[src/gsa_pkg.sv]
// Shared types, constants and helpers for the generational slot allocator.
// Used by gsa_row_calc and generational_slot_allocator_unit; depends on nothing.
package gsa_pkg;

	localparam int MAP_W     = 64;
	localparam int MAP_SH    = 6;
	localparam int IDX_OUT_W = 10;
	localparam int PADDR_W   = 3;

	localparam logic REG_ALIVE = 1'b0;
	localparam logic [31:0] ALIVE_RESET = 32'd1;

	typedef logic [MAP_SH-1:0] map_bit_t;

	typedef enum logic [2:0] {
		FN_ALLOC     = 3'd0,
		FN_RELEASE   = 3'd1,
		FN_CHECK     = 3'd2,
		FN_SET_TAGS  = 3'd3,
		FN_CLR_TAGS  = 3'd4,
		FN_SET_COMPS = 3'd5,
		FN_CLR_COMPS = 3'd6
	} func_t;

	typedef enum logic [2:0] {
		ST_CLEAR,
		ST_IDLE,
		ST_SCAN,
		ST_FWORD,
		ST_EXEC
	} fsm_t;

	typedef struct packed {
		logic [31:0] gen;
		logic [31:0] tags;
		logic [63:0] comps;
	} row_t;

	typedef struct packed {
		logic                 succeeded;
		logic [IDX_OUT_W-1:0] index;
		logic [31:0]          generation;
		logic                 handle_valid;
		logic                 tag_match;
		logic                 comp_match;
		logic [31:0]          tags_now;
		logic [63:0]          comps_now;
	} result_t;

	typedef struct packed {
		func_t                func;
		logic                 in_range;
		logic                 full;
		logic [IDX_OUT_W-1:0] index;
		logic [31:0]          gen;
		logic [63:0]          mask;
		logic [31:0]          alive;
	} calc_req_t;

	typedef struct packed {
		row_t    row;
		logic    wr_en;
		result_t res;
	} calc_rsp_t;

	// Position of the lowest set bit of a free-map word; zero for an empty word.
	function automatic map_bit_t lowest_set(input logic [MAP_W-1:0] v);
		map_bit_t r;
		r = '0;
		for (int i = MAP_W - 1; i >= 0; i--) begin
			if (v[i]) begin
				r = map_bit_t'(i);
			end
		end
		return r;
	endfunction

endpackage

[src/gsa_row_calc.sv]
// Slot row update and result formation for one request.
// Depends on gsa_pkg for the row, request and result types.
module gsa_row_calc
	import gsa_pkg::*;
(
	input  calc_req_t req,
	input  row_t      row_in,
	output calc_rsp_t rsp
);

	row_t    row_new;
	logic    valid_in;
	logic    hv;
	logic    ok;
	logic    wr;
	logic    blank;
	logic    show;
	result_t res;

	always_comb begin
		row_new  = row_in;
		wr       = 1'b0;
		ok       = 1'b0;
		blank    = 1'b0;
		valid_in = req.in_range && (req.gen != '0) && (row_in.gen == req.gen);
		hv       = valid_in;
		case (req.func)
			FN_ALLOC: begin
				row_new.gen  = row_in.gen + 32'd1;
				row_new.tags = row_in.tags | req.alive;
				wr           = !req.full;
				ok           = !req.full;
				blank        = req.full;
				hv           = row_new.gen != '0;
			end
			FN_RELEASE: begin
				if (valid_in) begin
					row_new.tags  = '0;
					row_new.comps = '0;
				end
				wr = valid_in;
				ok = valid_in;
			end
			FN_CHECK: begin
				ok = valid_in;
			end
			FN_SET_TAGS: begin
				row_new.tags = row_in.tags | req.mask[31:0];
				wr           = req.in_range;
				ok           = req.in_range;
			end
			FN_CLR_TAGS: begin
				row_new.tags = row_in.tags & ~req.mask[31:0];
				wr           = req.in_range;
				ok           = req.in_range;
			end
			FN_SET_COMPS: begin
				row_new.comps = row_in.comps | req.mask;
				wr            = req.in_range;
				ok            = req.in_range;
			end
			FN_CLR_COMPS: begin
				row_new.comps = row_in.comps & ~req.mask;
				wr            = req.in_range;
				ok            = req.in_range;
			end
			default: begin
				blank = 1'b1;
			end
		endcase

		// A full table or an unused code reports the null handle with every field zero.
		show             = req.in_range && !blank;
		res.succeeded    = ok;
		res.index        = blank ? '0 : req.index;
		res.generation   = show ? row_new.gen : '0;
		res.handle_valid = show && hv;
		res.tag_match    = show && hv && ((row_new.tags & req.mask[31:0]) != '0);
		res.comp_match   = show && ((row_new.comps & req.mask) != '0);
		res.tags_now     = show ? row_new.tags : '0;
		res.comps_now    = show ? row_new.comps : '0;

		rsp.row   = row_new;
		rsp.wr_en = wr;
		rsp.res   = res;
	end

endmodule

[config.mk]
export PLATFORM = sky130hd
export DESIGN_NAME = gsa_row_calc
export DESIGN_NICKNAME = d
export VERILOG_FILES = /design/src/gsa_pkg.sv /design/src/gsa_row_calc.sv
export SDC_FILE = /design/constraint.sdc
export NUM_CORES = 1
export LEC_CHECK = 0
export ABC_AREA = 1
export BUFFER_PORTS_ARGS = -buffer_cell sky130_fd_sc_hd__buf_2
export CAP_MARGIN = 20
export CORE_AREA = 5 5 207 209
export DETAILED_ROUTE_END_ITERATION = 10
export DIE_AREA = 0 0 212 214
export GPL_TIMING_DRIVEN = 0
export SYNTH_ARGS = -nofsm -noshare
export SYNTH_HDL_FRONTEND = slang
export SYNTH_SLANG_ARGS = --single-unit
[constraint.sdc]
create_clock -name vclk -period 2.6
set_input_delay 0.52 -clock vclk [all_inputs]
set_output_delay 0.52 -clock vclk [all_outputs]
set_load 0.05 [all_outputs]
==> impl_metrics.csv <==
group,metric,value,unit
finish,n_clock_buffer,0,
finish,drive_above_1_share,0.674,
place,pre_cts_ws,-1.52,ns
global_routing,grt_pass1_vias,13600,
synth,synth.largest_area_cell,"nand2_1",
sta,finalSetupViolCount,226,
sta,maxSlewViolCount,0,
sta,setup_slack,-0.870,ns
place,hpwlAfterDp,49.7,mm
hold_path,holdPathStages,4,
global_routing,antenna_found_initial,5,
synth,syn-instance-count,1495,
sta,max_freq,288,MHz
finish,multiInputGateArea,0.00948,mm2
synth,synthTopCellsByCount,"nand2_1 (381), inv_1 (253), nor2_1 (232)",
critical_path,cp_slowest_cell,"nor2_4",
finish,nFlopsAndLatches,0,
synth,syn_nets,1767,
critical_path,crit_path_start_kind,"input port",
detailed_routing,wl_per_cell,23.7,um
synth,seq_area_frac_synth,0,
critical_path,path_buf_inv,5,
synth,yosysMostFrequentCell,"nand2_1",
synth,ys_top_cells_by_area,"nand2_1 (21%), inv_1 (14%), nor2_1 (13%), nand3_1 (12%), o21bai_1 (7.1%)",
pwr,power_density,291,mW/mm2
synth,syn_area,0.00692,mm2
detailed_routing,drtAntennaViolNets,0,
detailed_routing,vias,13500,
finish,layout-area-overhead-vs-synth,176,%
pwr,p_leak,9.02,nW
hold_path,hold_path_class,"input port to primary output",
floorplan,initial_core_util,0.170,
finish,fin_cells,2727,
detailed_routing,finalWirelength,64.6,mm
floorplan,die-area,0.0454,mm2
detailed_routing,drt_iter0_drc,769,
finish,regArea,0,um2
sta,fin_crit,3.47,ns
sta,rsz0062_at_grt,"true",
sta,worst_pin_slew,0.576,ns
status,outcome,"finished, violations left",
job,drv_cap,0,
detailed_routing,drc,0,
critical_path,critPathArrivalTime,2.95,ns
detailed_routing,dr.pass1.iters,5,
synth,syn_avg_cell_area,4.63,um2
sta,hold_violations,0,
critical_path,path_cells,"buf_6 -> inv_1 -> nand2_2 -> nand2_2 -> nand3_1 -> nor2_1 -> nand2_2 -> nor2_4 -> nand3_4 -> nand2_8 -> buf_12 -> buf_12 -> nand3_2 -> nand3_1 -> nand2_2 -> nor2_2 -> nand2_1 -> nor2_2 -> nand2_2 -> nor2_4 -> nor2_4 -> buf_8",
synth,yosysUniqueCellTypes,40,
status,violations,"setup timing",
detailed_routing,viasPerCell,4.94,
sta,setup_tns,-59.27,ns
floorplan,die_height,214,um
global_routing,grt_usage,0.256,
finish,final_nets,2465,
sta,maxSlewHeadroom,0.615,
place,portBuffers,540,
floorplan,fp.dieW,212,um
floorplan,core_area,0.0406,mm2
critical_path,critical-path-max-stage-delay,0.19,ns
floorplan,io_pins,542,
critical_path,crit_required,2.08,ns
finish,fillerInstances,3853,
critical_path,critPathMostFrequentCell,"nand2_2",
critical_path,worstSetupEndpointType,"primary output",
critical_path,critical_path.max_fanout,8,
pwr,ir_drop,214,uV
synth,synth.top_cell.area_share,0.207,
critical_path,crit_cells,22,
place,gp_congestion,0.929,
critical_path,cp_top_family,"simple AND/OR/NAND/NOR gates",
synth,synth_warnings,0,
global_routing,grt-ovfl-total,0,
critical_path,criticalPathCategory,"input port to primary output",
global_routing,grt_pass1_wl,88.5,mm
floorplan,row_count,74,
global_routing,grt_max_degree,11,
sta,finalCritPeriodShare,1.33,
place,dp.cells,2568,
==> worst paths after layout <==
kind                      from  endpoint  slack (ns)
worst max-delay path  req[126]   rsp[96]       -0.87
worst min-delay path  req[128]  rsp[131]        1.41
==> layer usage <==
metal | share of wire | global-route usage | wire length [um]
met1 | 0.35 | 0.287 | 22600
met2 | 0.52 | 0.484 | 33900
met3 | 0.078 | 0.0445 | 5020
met4 | 0.046 | 0.0805 | 2980
met5 | 0.00085 | 0 | 55
==> repair_timing <==
item | CTS | global route
cloned | 10 | 8
buffers inserted | 107 | 52
hold buffers | 0 | 0
pin swaps | 103 | 178
gates resized for setup | 1147 | 552
endpoints found under the setup margin | 260 | 268
==> per-stage QoR <==
| step | area [um2] | util | total power, mW | hold WS (ns) |
|---|---|---|---|---|
| 2_1_floorplan | 8450 | - | 2.59 | 1.17 |
| 3_3_place_gp | 11800 | 0.291 | 3.72 | 1.41 |
| 3_5_place_dp | 11800 | 0.291 | 3.73 | 1.41 |
| 4_1_cts | 16900 | 0.416 | 4.97 | 1.41 |
| 5_1_grt | 19100 | 0.469 | 5.78 | 1.43 |
| 6_report | 19100 | 0.469 | 5.55 | 1.41 |
==> placed cells by master (no fill, tap or decap), drive strengths merged <==
cell / count
xnor2: 9
buf: 723
nor3: 22
diode: 4
o21ai: 74
o221ai: 2
o21bai: 65
nor4: 2
ha: 1
nand4: 9
nand3b: 3
nand3: 179
o32ai: 1
a32oi: 1
or2: 4
inv: 257
bufbuf: 1
a211oi: 13
o22ai: 3
o211ai: 10
nor2: 239
mux2i: 1
a21o: 9
clkbuf: 45
clkinvlp: 10
xor2: 25
a31oi: 9
clkinv: 4
a21oi: 82
and2: 2
nand2: 386
==> layout make-up <==
cell class / instances / share of cell area
Buffer: 68 / 0.0431
Multi-Input combinational cell: 1151 / 0.497
Timing Repair Buffer: 701 / 0.364
Inverter: 271 / 0.0600
Tap cell: 532 / 0.0349
Antenna cell: 4 / 0.000525
==> tightest hold or removal path: cells and delay by family <==
kind,cells,cell delay (ns)
simple gates,1,0.04
buf+inv,3,0.33
==> power by group <==
part / switching, mW / total [mW] / leakage (nW) / internal (mW)
Clock: 0 / 0.000000207 / 0.0000254 / 0.000000207
Combinational: 3.43 / 5.55 / 9.02 / 2.12
Sequential: 0 / 0 / 0 / 0
==> cell families after synthesis <==
logic type,after synthesis,share of synthesized area
fa+ha+maj,1,0.00181
simple gates,846,0.520
mux,1,0.00145
compound gates,269,0.234
buf+inv,344,0.199
xor+xnor,34,0.0441
No activity file was read; power rests on OpenSTA's default activity.
